==> config.mk <==
export PLATFORM = sky130hd
export DESIGN_NAME = argb_three_tap_row_filter
export DESIGN_NICKNAME = d
export VERILOG_FILES = /design/src/hw/rtl/rtf_pkg.sv /design/src/hw/rtl/argb_three_tap_row_filter.sv /design/src/hw/rtl/rtf_front.sv /design/src/hw/rtl/rtf_queue.sv /design/src/hw/rtl/rtf_back.sv
export SDC_FILE = /design/constraint.sdc
export NUM_CORES = 2
export LEC_CHECK = 0
export CAP_MARGIN = 20
export CORE_MARGIN = 8
export CORE_UTILIZATION = 40
export CTS_BUF_LIST = sky130_fd_sc_hd__clkbuf_8
export CTS_CLUSTER_SIZE = 20
export DETAILED_ROUTE_END_ITERATION = 10
export DONT_BUFFER_PORTS = 1
export REMOVE_ABC_BUFFERS = 1
export SKIP_CTS_REPAIR_TIMING = 1
export SLEW_MARGIN = 10
export SYNTH_ARGS = -nofsm -noshare
export SYNTH_HDL_FRONTEND = slang
export SYNTH_HIERARCHICAL = 1
export SYNTH_SLANG_ARGS = --single-unit
==> constraint.sdc <==
create_clock -name clk_i -period 7.3 [get_ports clk_i]
set_clock_uncertainty 0.1 [all_clocks]
set_input_delay 1.095 -clock clk_i [delete_from_list [all_inputs] [get_ports clk_i]]
set_output_delay 1.095 -clock clk_i [all_outputs]
set_load 0.05 [all_outputs]
==> src/hw/rtl/rtf_pkg.sv <==
`timescale 1ns / 1ps
// ----------------------------------------------------------------------------
// rtf_pkg
// shared types, constants and register codes of the argb three-tap row filter
// ----------------------------------------------------------------------------
package rtf_pkg;

  localparam int unsigned PIX_W       = 32;
  localparam int unsigned BYTE_W      = 8;
  localparam int unsigned NUM_BYTES   = 4;
  localparam int unsigned COEFF_W     = 16;
  localparam int unsigned DIM_W       = 13;
  localparam int unsigned CFG_IDX_W   = 3;
  localparam int unsigned CFG_DATA_W  = 16;
  localparam int unsigned USER_W      = 2;

  // widest row the counters honour, and fraction bits of the weights
  localparam int unsigned MAX_WIDTH   = 4096;
  localparam int unsigned COEFF_SHIFT = 8;

  // product of a signed weight and a zero-extended byte, and the 3-term sum
  localparam int unsigned PROD_W      = COEFF_W + BYTE_W + 1;
  localparam int unsigned ACC_W       = PROD_W + 2;

  localparam int unsigned QUEUE_DEPTH = 4;

  localparam logic signed [COEFF_W-1:0] COEFF_LEFT_RST   = -16'sd32;
  localparam logic signed [COEFF_W-1:0] COEFF_CENTER_RST = 16'sd320;
  localparam logic signed [COEFF_W-1:0] COEFF_RIGHT_RST  = -16'sd32;
  localparam logic [DIM_W-1:0]          WIDTH_RST        = 13'd1280;
  localparam logic [DIM_W-1:0]          HEIGHT_RST       = 13'd720;

  typedef enum logic [CFG_IDX_W-1:0] {
    REG_COEFF_LEFT   = 3'd0,
    REG_COEFF_CENTER = 3'd1,
    REG_COEFF_RIGHT  = 3'd2,
    REG_IMAGE_WIDTH  = 3'd3,
    REG_IMAGE_HEIGHT = 3'd4
  } rtf_reg_e;

  typedef struct packed {
    logic signed [COEFF_W-1:0] coeff_left;
    logic signed [COEFF_W-1:0] coeff_center;
    logic signed [COEFF_W-1:0] coeff_right;
    logic [DIM_W-1:0]          image_width;
    logic [DIM_W-1:0]          image_height;
  } rtf_cfg_t;

  // one queued job: a pixel window plus how many results it yields
  typedef struct packed {
    logic [PIX_W-1:0] pix_l;
    logic [PIX_W-1:0] pix_c;
    logic [PIX_W-1:0] pix_r;
    logic             row_last;
    logic             frame_last;
    logic             two;
  } rtf_job_t;

endpackage

==> src/hw/rtl/argb_three_tap_row_filter.sv <==
`timescale 1ns / 1ps
// ----------------------------------------------------------------------------
// argb_three_tap_row_filter
// horizontal three-tap q8 filter on bytes 1..3 of a four-byte pixel stream
// ----------------------------------------------------------------------------
// path: a pixel that completes a result word is written to the job queue, then
//   passes the multiply register and the output register; the second word of a
//   row end follows from the same queue entry through the same registers
// throughput: one pixel per cycle while the queue has room; a row end yields
//   two result words, balanced by the row's first pixel which makes no job
// reset: counters, pixel history, queue and valids cleared; weights -32/320/-32,
//   width 1280, height 720
module argb_three_tap_row_filter #(
  parameter int unsigned QUEUE_DEPTH = rtf_pkg::QUEUE_DEPTH
) (
  input  logic                              clk_i,
  input  logic                              rst_ni,
  // register write channel
  input  logic                              cfg_valid_i,
  output logic                              cfg_ready_o,
  input  logic [rtf_pkg::CFG_IDX_W-1:0]     cfg_index_i,
  input  logic [rtf_pkg::CFG_DATA_W-1:0]    cfg_data_i,
  // pixel input
  input  logic                              s_axis_tvalid,
  output logic                              s_axis_tready,
  input  logic [rtf_pkg::PIX_W-1:0]         s_axis_tdata,  // pix_ch0, pix_ch1, pix_ch2, pix_ch3
  // result output
  output logic                              m_axis_tvalid,
  input  logic                              m_axis_tready,
  output logic [rtf_pkg::PIX_W-1:0]         m_axis_tdata,  // out_ch0, out_ch1, out_ch2, out_ch3
  output logic                              m_axis_tlast,  // row_end
  output logic [rtf_pkg::USER_W-1:0]        m_axis_tuser   // frame_end, last_result
);
  import rtf_pkg::*;

  rtf_cfg_t cfg_q;
  rtf_job_t push_job, head_job;
  logic     push, q_ready, q_valid, pop;

  // register file: always ready, unknown indexes dropped
  assign cfg_ready_o = 1'b1;

  always_ff @(posedge clk_i or negedge rst_ni) begin
    if (!rst_ni) begin
      cfg_q.coeff_left   <= COEFF_LEFT_RST;
      cfg_q.coeff_center <= COEFF_CENTER_RST;
      cfg_q.coeff_right  <= COEFF_RIGHT_RST;
      cfg_q.image_width  <= WIDTH_RST;
      cfg_q.image_height <= HEIGHT_RST;
    end else if (cfg_valid_i) begin
      unique case (cfg_index_i)
        REG_COEFF_LEFT:   cfg_q.coeff_left   <= cfg_data_i;
        REG_COEFF_CENTER: cfg_q.coeff_center <= cfg_data_i;
        REG_COEFF_RIGHT:  cfg_q.coeff_right  <= cfg_data_i;
        REG_IMAGE_WIDTH:  cfg_q.image_width  <= cfg_data_i[DIM_W-1:0];
        REG_IMAGE_HEIGHT: cfg_q.image_height <= cfg_data_i[DIM_W-1:0];
        default: ;
      endcase
    end
  end

  // front: position tracking and window building
  rtf_front u_front (
    .clk_i         (clk_i),
    .rst_ni        (rst_ni),
    .cfg_i         (cfg_q),
    .s_axis_tvalid (s_axis_tvalid),
    .s_axis_tready (s_axis_tready),
    .s_axis_tdata  (s_axis_tdata),
    .q_ready_i     (q_ready),
    .push_o        (push),
    .job_o         (push_job)
  );

  // decoupling queue, ready depends on fill level only
  rtf_queue #(
    .DEPTH (QUEUE_DEPTH)
  ) u_queue (
    .clk_i      (clk_i),
    .rst_ni     (rst_ni),
    .push_i     (push),
    .push_job_i (push_job),
    .ready_o    (q_ready),
    .pop_i      (pop),
    .valid_o    (q_valid),
    .head_o     (head_job)
  );

  // back: multiply stage then sum, round and clamp into the output register
  rtf_back u_back (
    .clk_i         (clk_i),
    .rst_ni        (rst_ni),
    .cfg_i         (cfg_q),
    .q_valid_i     (q_valid),
    .head_i        (head_job),
    .pop_o         (pop),
    .m_axis_tvalid (m_axis_tvalid),
    .m_axis_tready (m_axis_tready),
    .m_axis_tdata  (m_axis_tdata),
    .m_axis_tlast  (m_axis_tlast),
    .m_axis_tuser  (m_axis_tuser)
  );

endmodule

==> src/hw/rtl/rtf_front.sv <==
`timescale 1ns / 1ps
// ----------------------------------------------------------------------------
// rtf_front
// takes pixels, tracks row and column, builds filter jobs for the queue
// ----------------------------------------------------------------------------
module rtf_front (
  input  logic                             clk_i,
  input  logic                             rst_ni,
  input  rtf_pkg::rtf_cfg_t                cfg_i,
  input  logic                             s_axis_tvalid,
  output logic                             s_axis_tready,
  input  logic [rtf_pkg::PIX_W-1:0]        s_axis_tdata,
  input  logic                             q_ready_i,
  output logic                             push_o,
  output rtf_pkg::rtf_job_t                job_o
);
  import rtf_pkg::*;

  localparam int unsigned WClamp = (MAX_WIDTH < 8191) ? MAX_WIDTH : 8191;

  logic [DIM_W-1:0] col_q, col_d, row_q, row_d;
  logic [PIX_W-1:0] prev_q, prev_d, prev2_q, prev2_d;
  logic [DIM_W-1:0] w_eff, w_last, h_last;
  logic             accept, col0, row_last, frame_last;

  always_comb begin
    if (cfg_i.image_width == '0) begin
      w_eff = DIM_W'(1);
    end else if (cfg_i.image_width > DIM_W'(WClamp)) begin
      w_eff = DIM_W'(WClamp);
    end else begin
      w_eff = cfg_i.image_width;
    end
    w_last = w_eff - DIM_W'(1);
    h_last = (cfg_i.image_height == '0) ? '0 : cfg_i.image_height - DIM_W'(1);
  end

  assign s_axis_tready = q_ready_i;
  assign accept        = s_axis_tvalid && q_ready_i;
  assign col0          = (col_q == '0);
  assign row_last      = (col_q >= w_last);
  assign frame_last    = row_last && (row_q >= h_last);

  // first pixel of a wider row only primes the history
  assign push_o = accept && !(col0 && !row_last);

  always_comb begin
    if (col0) begin
      job_o.pix_l = s_axis_tdata;
      job_o.pix_c = s_axis_tdata;
      job_o.pix_r = s_axis_tdata;
      job_o.two   = 1'b0;
    end else begin
      job_o.pix_l = prev2_q;
      job_o.pix_c = prev_q;
      job_o.pix_r = s_axis_tdata;
      job_o.two   = row_last;
    end
    job_o.row_last   = row_last;
    job_o.frame_last = frame_last;
  end

  always_comb begin
    col_d   = col_q;
    row_d   = row_q;
    prev_d  = prev_q;
    prev2_d = prev2_q;
    if (accept) begin
      prev_d  = s_axis_tdata;
      prev2_d = col0 ? s_axis_tdata : prev_q;
      if (row_last) begin
        col_d = '0;
        row_d = frame_last ? '0 : row_q + DIM_W'(1);
      end else begin
        col_d = col_q + DIM_W'(1);
      end
    end
  end

  always_ff @(posedge clk_i or negedge rst_ni) begin
    if (!rst_ni) begin
      col_q   <= '0;
      row_q   <= '0;
      prev_q  <= '0;
      prev2_q <= '0;
    end else begin
      col_q   <= col_d;
      row_q   <= row_d;
      prev_q  <= prev_d;
      prev2_q <= prev2_d;
    end
  end

endmodule

==> src/hw/rtl/rtf_queue.sv <==
`timescale 1ns / 1ps
// ----------------------------------------------------------------------------
// rtf_queue
// small job queue between front and back end
// ----------------------------------------------------------------------------
module rtf_queue #(
  parameter int unsigned DEPTH = rtf_pkg::QUEUE_DEPTH
) (
  input  logic              clk_i,
  input  logic              rst_ni,
  input  logic              push_i,
  input  rtf_pkg::rtf_job_t push_job_i,
  output logic              ready_o,
  input  logic              pop_i,
  output logic              valid_o,
  output rtf_pkg::rtf_job_t head_o
);
  import rtf_pkg::*;

  localparam int unsigned IdxW = (DEPTH > 1) ? $clog2(DEPTH) : 1;
  localparam int unsigned CntW = $clog2(DEPTH + 1);

  rtf_job_t          mem_q [DEPTH];
  logic [IdxW-1:0]   wr_ptr_q, wr_ptr_d, rd_ptr_q, rd_ptr_d;
  logic [CntW-1:0]   count_q, count_d;

  assign ready_o = (count_q != CntW'(DEPTH));
  assign valid_o = (count_q != '0);
  assign head_o  = mem_q[rd_ptr_q];

  always_comb begin
    wr_ptr_d = wr_ptr_q;
    rd_ptr_d = rd_ptr_q;
    count_d  = count_q;
    if (push_i) begin
      wr_ptr_d = (wr_ptr_q == IdxW'(DEPTH - 1)) ? '0 : wr_ptr_q + IdxW'(1);
    end
    if (pop_i) begin
      rd_ptr_d = (rd_ptr_q == IdxW'(DEPTH - 1)) ? '0 : rd_ptr_q + IdxW'(1);
    end
    unique case ({push_i, pop_i})
      2'b10:   count_d = count_q + CntW'(1);
      2'b01:   count_d = count_q - CntW'(1);
      default: count_d = count_q;
    endcase
  end

  always_ff @(posedge clk_i or negedge rst_ni) begin
    if (!rst_ni) begin
      wr_ptr_q <= '0;
      rd_ptr_q <= '0;
      count_q  <= '0;
    end else begin
      wr_ptr_q <= wr_ptr_d;
      rd_ptr_q <= rd_ptr_d;
      count_q  <= count_d;
    end
  end

  always_ff @(posedge clk_i) begin
    if (push_i) begin
      mem_q[wr_ptr_q] <= push_job_i;
    end
  end

  a_no_overflow : assert property (@(posedge clk_i) disable iff (!rst_ni)
    push_i |-> ready_o)
    else $error("job queue written while full");

  a_no_underflow : assert property (@(posedge clk_i) disable iff (!rst_ni)
    pop_i |-> valid_o)
    else $error("job queue read while empty");

endmodule

==> src/hw/rtl/rtf_back.sv <==
`timescale 1ns / 1ps
// ----------------------------------------------------------------------------
// rtf_back
// expands jobs into results, multiplies, sums, rounds, clamps, drives output
// ----------------------------------------------------------------------------
module rtf_back (
  input  logic                             clk_i,
  input  logic                             rst_ni,
  input  rtf_pkg::rtf_cfg_t                cfg_i,
  input  logic                             q_valid_i,
  input  rtf_pkg::rtf_job_t                head_i,
  output logic                             pop_o,
  output logic                             m_axis_tvalid,
  input  logic                             m_axis_tready,
  output logic [rtf_pkg::PIX_W-1:0]        m_axis_tdata,
  output logic                             m_axis_tlast,
  output logic [rtf_pkg::USER_W-1:0]       m_axis_tuser
);
  import rtf_pkg::*;

  localparam logic signed [ACC_W-1:0] Round = ACC_W'(1) <<< (COEFF_SHIFT - 1);
  localparam logic signed [ACC_W-1:0] ByteMax = ACC_W'(255);

  logic             phase_q, phase_d;
  logic             issue, s1_free, out_load;
  logic [PIX_W-1:0] sel_l, sel_c, sel_r;
  logic             sel_re, sel_fe, sel_last;

  logic                    s1_vld_q;
  logic signed [PROD_W-1:0] prod_d [3][3];
  logic signed [PROD_W-1:0] prod_q [3][3];
  logic [BYTE_W-1:0]       s1_ch0_q;
  logic                    s1_re_q, s1_fe_q, s1_last_q;

  logic                    out_vld_q;
  logic [PIX_W-1:0]        out_data_d, out_data_q;
  logic                    out_last_q;
  logic [USER_W-1:0]       out_user_q;

  // second result of a row-end job reuses the head entry with a shifted window
  always_comb begin
    if (phase_q) begin
      sel_l    = head_i.pix_c;
      sel_c    = head_i.pix_r;
      sel_r    = head_i.pix_r;
      sel_re   = 1'b1;
      sel_fe   = head_i.frame_last;
      sel_last = 1'b1;
    end else begin
      sel_l    = head_i.pix_l;
      sel_c    = head_i.pix_c;
      sel_r    = head_i.pix_r;
      sel_re   = head_i.row_last && !head_i.two;
      sel_fe   = head_i.frame_last && !head_i.two;
      sel_last = !head_i.two;
    end
  end

  assign out_load = !out_vld_q || m_axis_tready;
  assign s1_free  = !s1_vld_q || out_load;
  assign issue    = q_valid_i && s1_free;
  assign pop_o    = issue && (!head_i.two || phase_q);
  assign phase_d  = issue ? (head_i.two && !phase_q) : phase_q;

  always_comb begin
    logic signed [BYTE_W:0] b_l, b_c, b_r;
    for (int ch = 0; ch < 3; ch++) begin
      b_l = $signed({1'b0, sel_l[(ch+1)*BYTE_W +: BYTE_W]});
      b_c = $signed({1'b0, sel_c[(ch+1)*BYTE_W +: BYTE_W]});
      b_r = $signed({1'b0, sel_r[(ch+1)*BYTE_W +: BYTE_W]});
      prod_d[ch][0] = cfg_i.coeff_left * b_l;
      prod_d[ch][1] = cfg_i.coeff_center * b_c;
      prod_d[ch][2] = cfg_i.coeff_right * b_r;
    end
  end

  always_comb begin
    logic signed [ACC_W-1:0] acc, shifted;
    out_data_d[BYTE_W-1:0] = s1_ch0_q;
    for (int ch = 0; ch < 3; ch++) begin
      acc = Round + ACC_W'(prod_q[ch][0]) + ACC_W'(prod_q[ch][1])
            + ACC_W'(prod_q[ch][2]);
      shifted = acc >>> COEFF_SHIFT;
      if (acc[ACC_W-1]) begin
        out_data_d[(ch+1)*BYTE_W +: BYTE_W] = '0;
      end else if (shifted > ByteMax) begin
        out_data_d[(ch+1)*BYTE_W +: BYTE_W] = '1;
      end else begin
        out_data_d[(ch+1)*BYTE_W +: BYTE_W] = shifted[BYTE_W-1:0];
      end
    end
  end

  always_ff @(posedge clk_i or negedge rst_ni) begin
    if (!rst_ni) begin
      phase_q   <= 1'b0;
      s1_vld_q  <= 1'b0;
      out_vld_q <= 1'b0;
    end else begin
      phase_q <= phase_d;
      if (s1_free) begin
        s1_vld_q <= issue;
      end
      if (out_load) begin
        out_vld_q <= s1_vld_q;
      end
    end
  end

  always_ff @(posedge clk_i) begin
    if (issue) begin
      prod_q    <= prod_d;
      s1_ch0_q  <= sel_c[BYTE_W-1:0];
      s1_re_q   <= sel_re;
      s1_fe_q   <= sel_fe;
      s1_last_q <= sel_last;
    end
    if (out_load && s1_vld_q) begin
      out_data_q <= out_data_d;
      out_last_q <= s1_re_q;
      out_user_q <= {s1_last_q, s1_fe_q};
    end
  end

  assign m_axis_tvalid = out_vld_q;
  assign m_axis_tdata  = out_data_q;
  assign m_axis_tlast  = out_last_q;
  assign m_axis_tuser  = out_user_q;

  a_phase_holds_head : assert property (@(posedge clk_i) disable iff (!rst_ni)
    phase_q |-> (q_valid_i && head_i.two))
    else $error("second result pending without a two-result job at the head");

  a_pop_on_issue : assert property (@(posedge clk_i) disable iff (!rst_ni)
    (issue && head_i.two && !phase_q) |=> (phase_q && !pop_o || issue))
    else $error("row-end job left the head before its second result");

endmodule
# [After elaboration in Yosys (flattened, before gate mapping)]
# Memory sizes are Yosys's and may differ from the RTL's.
# Cells that the tools add are included.
[word_totals] input_bits=56 elab_cells=126 output_inout_bits=38 ramBits=396 ff_bits=445 n_memories=1
[memory_table] name="u_queue.mem_q" depth=4 word_bits=99 rd=1 rd_ports_with_merged_regs=0 wr=1 line_no="rtf_queue.sv:23" text="rtf_job_t mem_q [DEPTH];"
[classes] addsub=17 reduce_logical=31 n_mux=19 n_mul=9 eq_ne=9 n_lt_le_gt_ge=6
[ops] operator="$mul 16x9->25" n=9
[ops] operator="$mux 32" n=3
[ops] operator="$mux 96" n=1
[ops] operator="$add 26x25->27" n=3
[ops] operator="$add 27x25->27" n=3
[ops] operator="$add 9x25->26 const A" n=3
[ops] operator="$mux 13" n=5
[ops] operator="$gt 19x9->1 const B" n=3
[ops] operator="$logic_not 13->1" n=3
[ops] operator="$add 13x1->13 const B" n=2
[ops] operator="$ge 13x13->1" n=2
[ops] operator="$sub 13x1->13 const B" n=2
[ops] operator="$mux 8" n=3
[ops] operator="$gt 13x13->1 const B" n=1
[ops] operator="$reduce_and 2->1" n=6
[ops] operator="$logic_and 1x1->1" n=10
[ops] operator="$eq 2x2->1 const B" n=3
[ops] operator="$eq 3x2->1 const B" n=2
[ops] operator="$logic_not 1->1" n=6
[ops] operator="$pmux 3 s2" n=1
[ops] operator="$add 2x1->2 const B" n=2
[ops] operator="$mux 1" n=4
[ops] operator="$mux 2" n=2
[ops] operator="$add 3x1->3 const B" n=1
[ops] operator="other kinds (9)" n=11

# [Logic depth before layout (Yosys ltp)]
[depth] ltp_word=11 depth_mapped=27 mapped_depth_nobuf=23

# [By module]
# Netlist, hierarchy kept.
[by_module_without_submodules] mod="rtf_back" cells_each=6032 area_each_um2=56555.5 instances=1 seq_area_each_um2=8212.9
[by_module_without_submodules] mod="rtf_queue" cells_each=555 area_each_um2=14710.4 instances=1 seq_area_each_um2=12066.6
[by_module_without_submodules] mod="rtf_front" cells_each=766 area_each_um2=5765.5 instances=1 seq_area_each_um2=2252.2
[by_module_without_submodules] mod="argb_three_tap_row_filter" cells_each=162 area_each_um2=2870.3 instances=1 seq_area_each_um2=1889.3

# [Worst setup path before layout]
# Ideal clock, no wire load.
[synth_path] path_kind="flip-flop to flip-flop" from="reg u_queue.rd_ptr_q[0]" to="reg u_back/prod_q[123] (netlist name) (data pin)" path_slack_ns=0.692 arrival_ns=6.251 setup_time_ns=0.258 period_less_slack_ns=6.608 required_ns=6.942 path_buffers=3 stages_incl_launch_ff=24 cell_sequence="dfrtp_1 buf_6 buf_6 mux4_2 mux2i_1 clkbuf_1 nor2b_1 fa_1 inv_1 fa_1 inv_1 fa_1 inv_1 fa_1 inv_1 ha_1 or4_1 o2111ai_1 a21oi_1 o41a_1 a211oi_1 o21bai_1 a21oi_1 xnor2_1"
[synth_lines] item="start, declared" line_no="rtf_queue.sv:24" text="logic [IdxW-1:0] wr_ptr_q, wr_ptr_d, rd_ptr_q, rd_ptr_d;"
[synth_lines] item="start signal, assigned" line_no="rtf_queue.sv:55" text="rd_ptr_q <= rd_ptr_d;"
[synth_lines] item="end signal, assigned" line_no="rtf_back.sv:112" text="prod_q <= prod_d;"
[synth_lines] item="end, declared" line_no="rtf_back.sv:31" text="logic signed [PROD_W-1:0] prod_q [3][3];"

==> flow_summary.ini <==
[drt]
route.detailed.drc = 0
drt_iter0_markers = 3002
drtAntennaViolNets = 0
finalWirelength_mm = 199
via_count = 50900
detail_route.wl_per_cell_um = 19.5
vias_per_cell = 5.00
drt_first_pass_iters = 6

[clock_network]
cts_tree = done
h-tree-depth = 4
numCtsBuffers = 142
cts_buffer_depth = 3
cts.sinks = 801
clk_latency_ns = 0.90
path_clk_slew_ns = 0.06
cts_root_buffer = clkbuf_8

[cells_and_area]
final_cells = 10200
synthToLayoutAreaGrowth_pct = 8.08
nFillCells = 18500
drive_gt1_share_pct = 8.51
final_area_um2 = 84800
fin_nets = 9123

[timing]
setup_viol = 0
max_freq_mhz = 145
fin_tns_setup_ns = 0
worst_pin_slew_ns = 1.12
fin_crit_sh_pct = 94.3
rsz0062_at_grt = no
whs_ns = 0.0285
hold_viol = 0
relSlewSlack_pct = 25.3
slew_violations = 0
finalCriticalPeriod_ns = 6.88

[floorplanning]
fp.dieArea_um2 = 210000
die-height_um = 459
core_area_um2 = 195000
initial_utilization_pct = 40.3
fp.dieW_um = 459
pin_count = 94
core.rowCount = 162

[yosys]
syn_avg_cell_area_um2 = 10.5
syn_area_um2 = 78400
yosys_warnings = 6
synth_cells = 7435

[run_status]
outcome = completed

[setup_path]
worstSetupPathType = register to register
worstPathRequired_ns = 7.84
ff2ff_path_depth = 24
r2r_setup_slack_ns = 0.42
cp_max_fo = 24
slowest_stage = mux4_2
end_kind = register
critPathMaxStageDelay_ns = 0.55
worst_setup_path_start_kind = register
cp.arrival_ns = 7.42
worstReg2RegEnd = u_back/prod_q[48]
path_cells = buf_12 -> buf_12 -> mux4_2 -> mux2_2 -> nand2_1 -> fa_1 -> fa_1 -> inv_1 -> ha_1 -> inv_1 -> fa_1 -> inv_1 -> ha_1 -> a21o_1 -> a211o_1 -> a21oi_1 -> a2111oi_0 -> buf_4 -> a311o_1 -> nand2_1 -> o2111ai_1 -> a31oi_1 -> o21ai_1 -> xor2_1
timing.rr.start = u_queue/rd_ptr_q[0]

[global_routing]
grt_pass1_vias = 54400
grt_pass1_wl_mm = 312
grtUsageTotal_pct = 19.0
antenna_found_initial = 8
grt_overflow = 0
grt_max_degree = 167

[job]
maxCapViolations = 0

[hold_path]
min_path_type = input pin to asynchronous set/reset pin

[placed_design]
io_buffers = 0
gp_congestion = 0.853
dp_hpwl_mm = 151
dp_cells = 9917
dpl_cell_area_um2 = 81600
## cells in the final DEF, fill, tap and decap left out, types with 133 or more instances in the layout
master       n
inv_1     1614
fa_1       991
nand2_1    778
edfxtp_1   635
ha_1       631
nor2b_1    386
and2_1     373
nor2_1     213
xnor2_1    179
a21oi_1    174
clkbuf_8   160
buf_4      146
dfrtp_1    133
## critical path, delay by kind of cell (launching register included)
family,cells,cell delay (ns)
adders and majority gates,5,2.01
muxes,2,0.99
xor gates and xnor gates,1,0.14
DFF,1,0.51
AOI/OAI and AO/OA,8,1.77
buffers and inverters,6,0.82
and+or+nand+nor,2,0.26
## sequential cells by signal, summed over array words and instances (netlist names)
signal                count
cfg_q                    74
u_back/m_axis_tdata      32
u_back/m_axis_tlast       1
u_back/m_axis_tuser       2
u_back/m_axis_tvalid      1
u_back/phase_q            1
u_back/prod_q           225
u_back/s1_ch0_q           8
u_back/s1_fe_q            1
u_back/s1_last_q          1
u_back/s1_re_q            1
u_back/s1_vld_q           1
u_front/col_q            13
u_front/prev2_q          24
u_front/prev_q           32
u_front/row_q            13
u_queue/count_q           3
u_queue/mem_q           364
u_queue/rd_ptr_q          2
u_queue/wr_ptr_q          2
## routing by layer
layer	global-route usage, %	share of wire (%)	vias to the layer above
met5	0	0	-
met4	6.26	3.5	0
met3	2.74	4.6	289
met2	32.8	48	1144
met1	24.6	44	26000
li1	-	-	23500
## layout make-up
class | count | area [um2] | share of cell area (%)
clock inverter | 104 | 826 | 0.974
timing repair buffer | 156 | 1310 | 1.55
clock buffer | 160 | 2200 | 2.60
antenna | 7 | 17.5 | 0.0207
inverter | 1567 | 5890 | 6.95
multi-input combinational | 4777 | 48000 | 56.6
sequential | 801 | 23300 | 27.5
tap | 2624 | 3280 | 3.87
## stage by stage
stage | worst slack, ns | util (%)
5_1_grt | 0.00411 | 43.5
3_5_place_dp | 0.303 | 41.9
2_1_floorplan | -2.51 | -
4_1_cts | 0.313 | 43.4
3_3_place_gp | 0.406 | 41.9
6_report | 0.419 | 43.5
## worst max-delay path by stage
stage | cells past startpoint | to | start
final | 24 | u_back/prod_q[48] | u_queue/rd_ptr_q[0]
after global routing | 24 | u_back/prod_q[48] | u_queue/rd_ptr_q[0]
after CTS | 22 | u_back/prod_q[123] | u_queue/rd_ptr_q[0]
after detailed placement | 22 | u_back/prod_q[123] | u_queue/rd_ptr_q[0]
after global placement | 24 | u_back/prod_q[48] | u_queue/rd_ptr_q[0]
after floorplan | 20 | u_back/prod_q[123] | u_queue/rd_ptr_q[0]
Power is left out: the tool's default activity adds up to more than one toggle a clock period on the data nets, which glitch-free logic cannot reach.
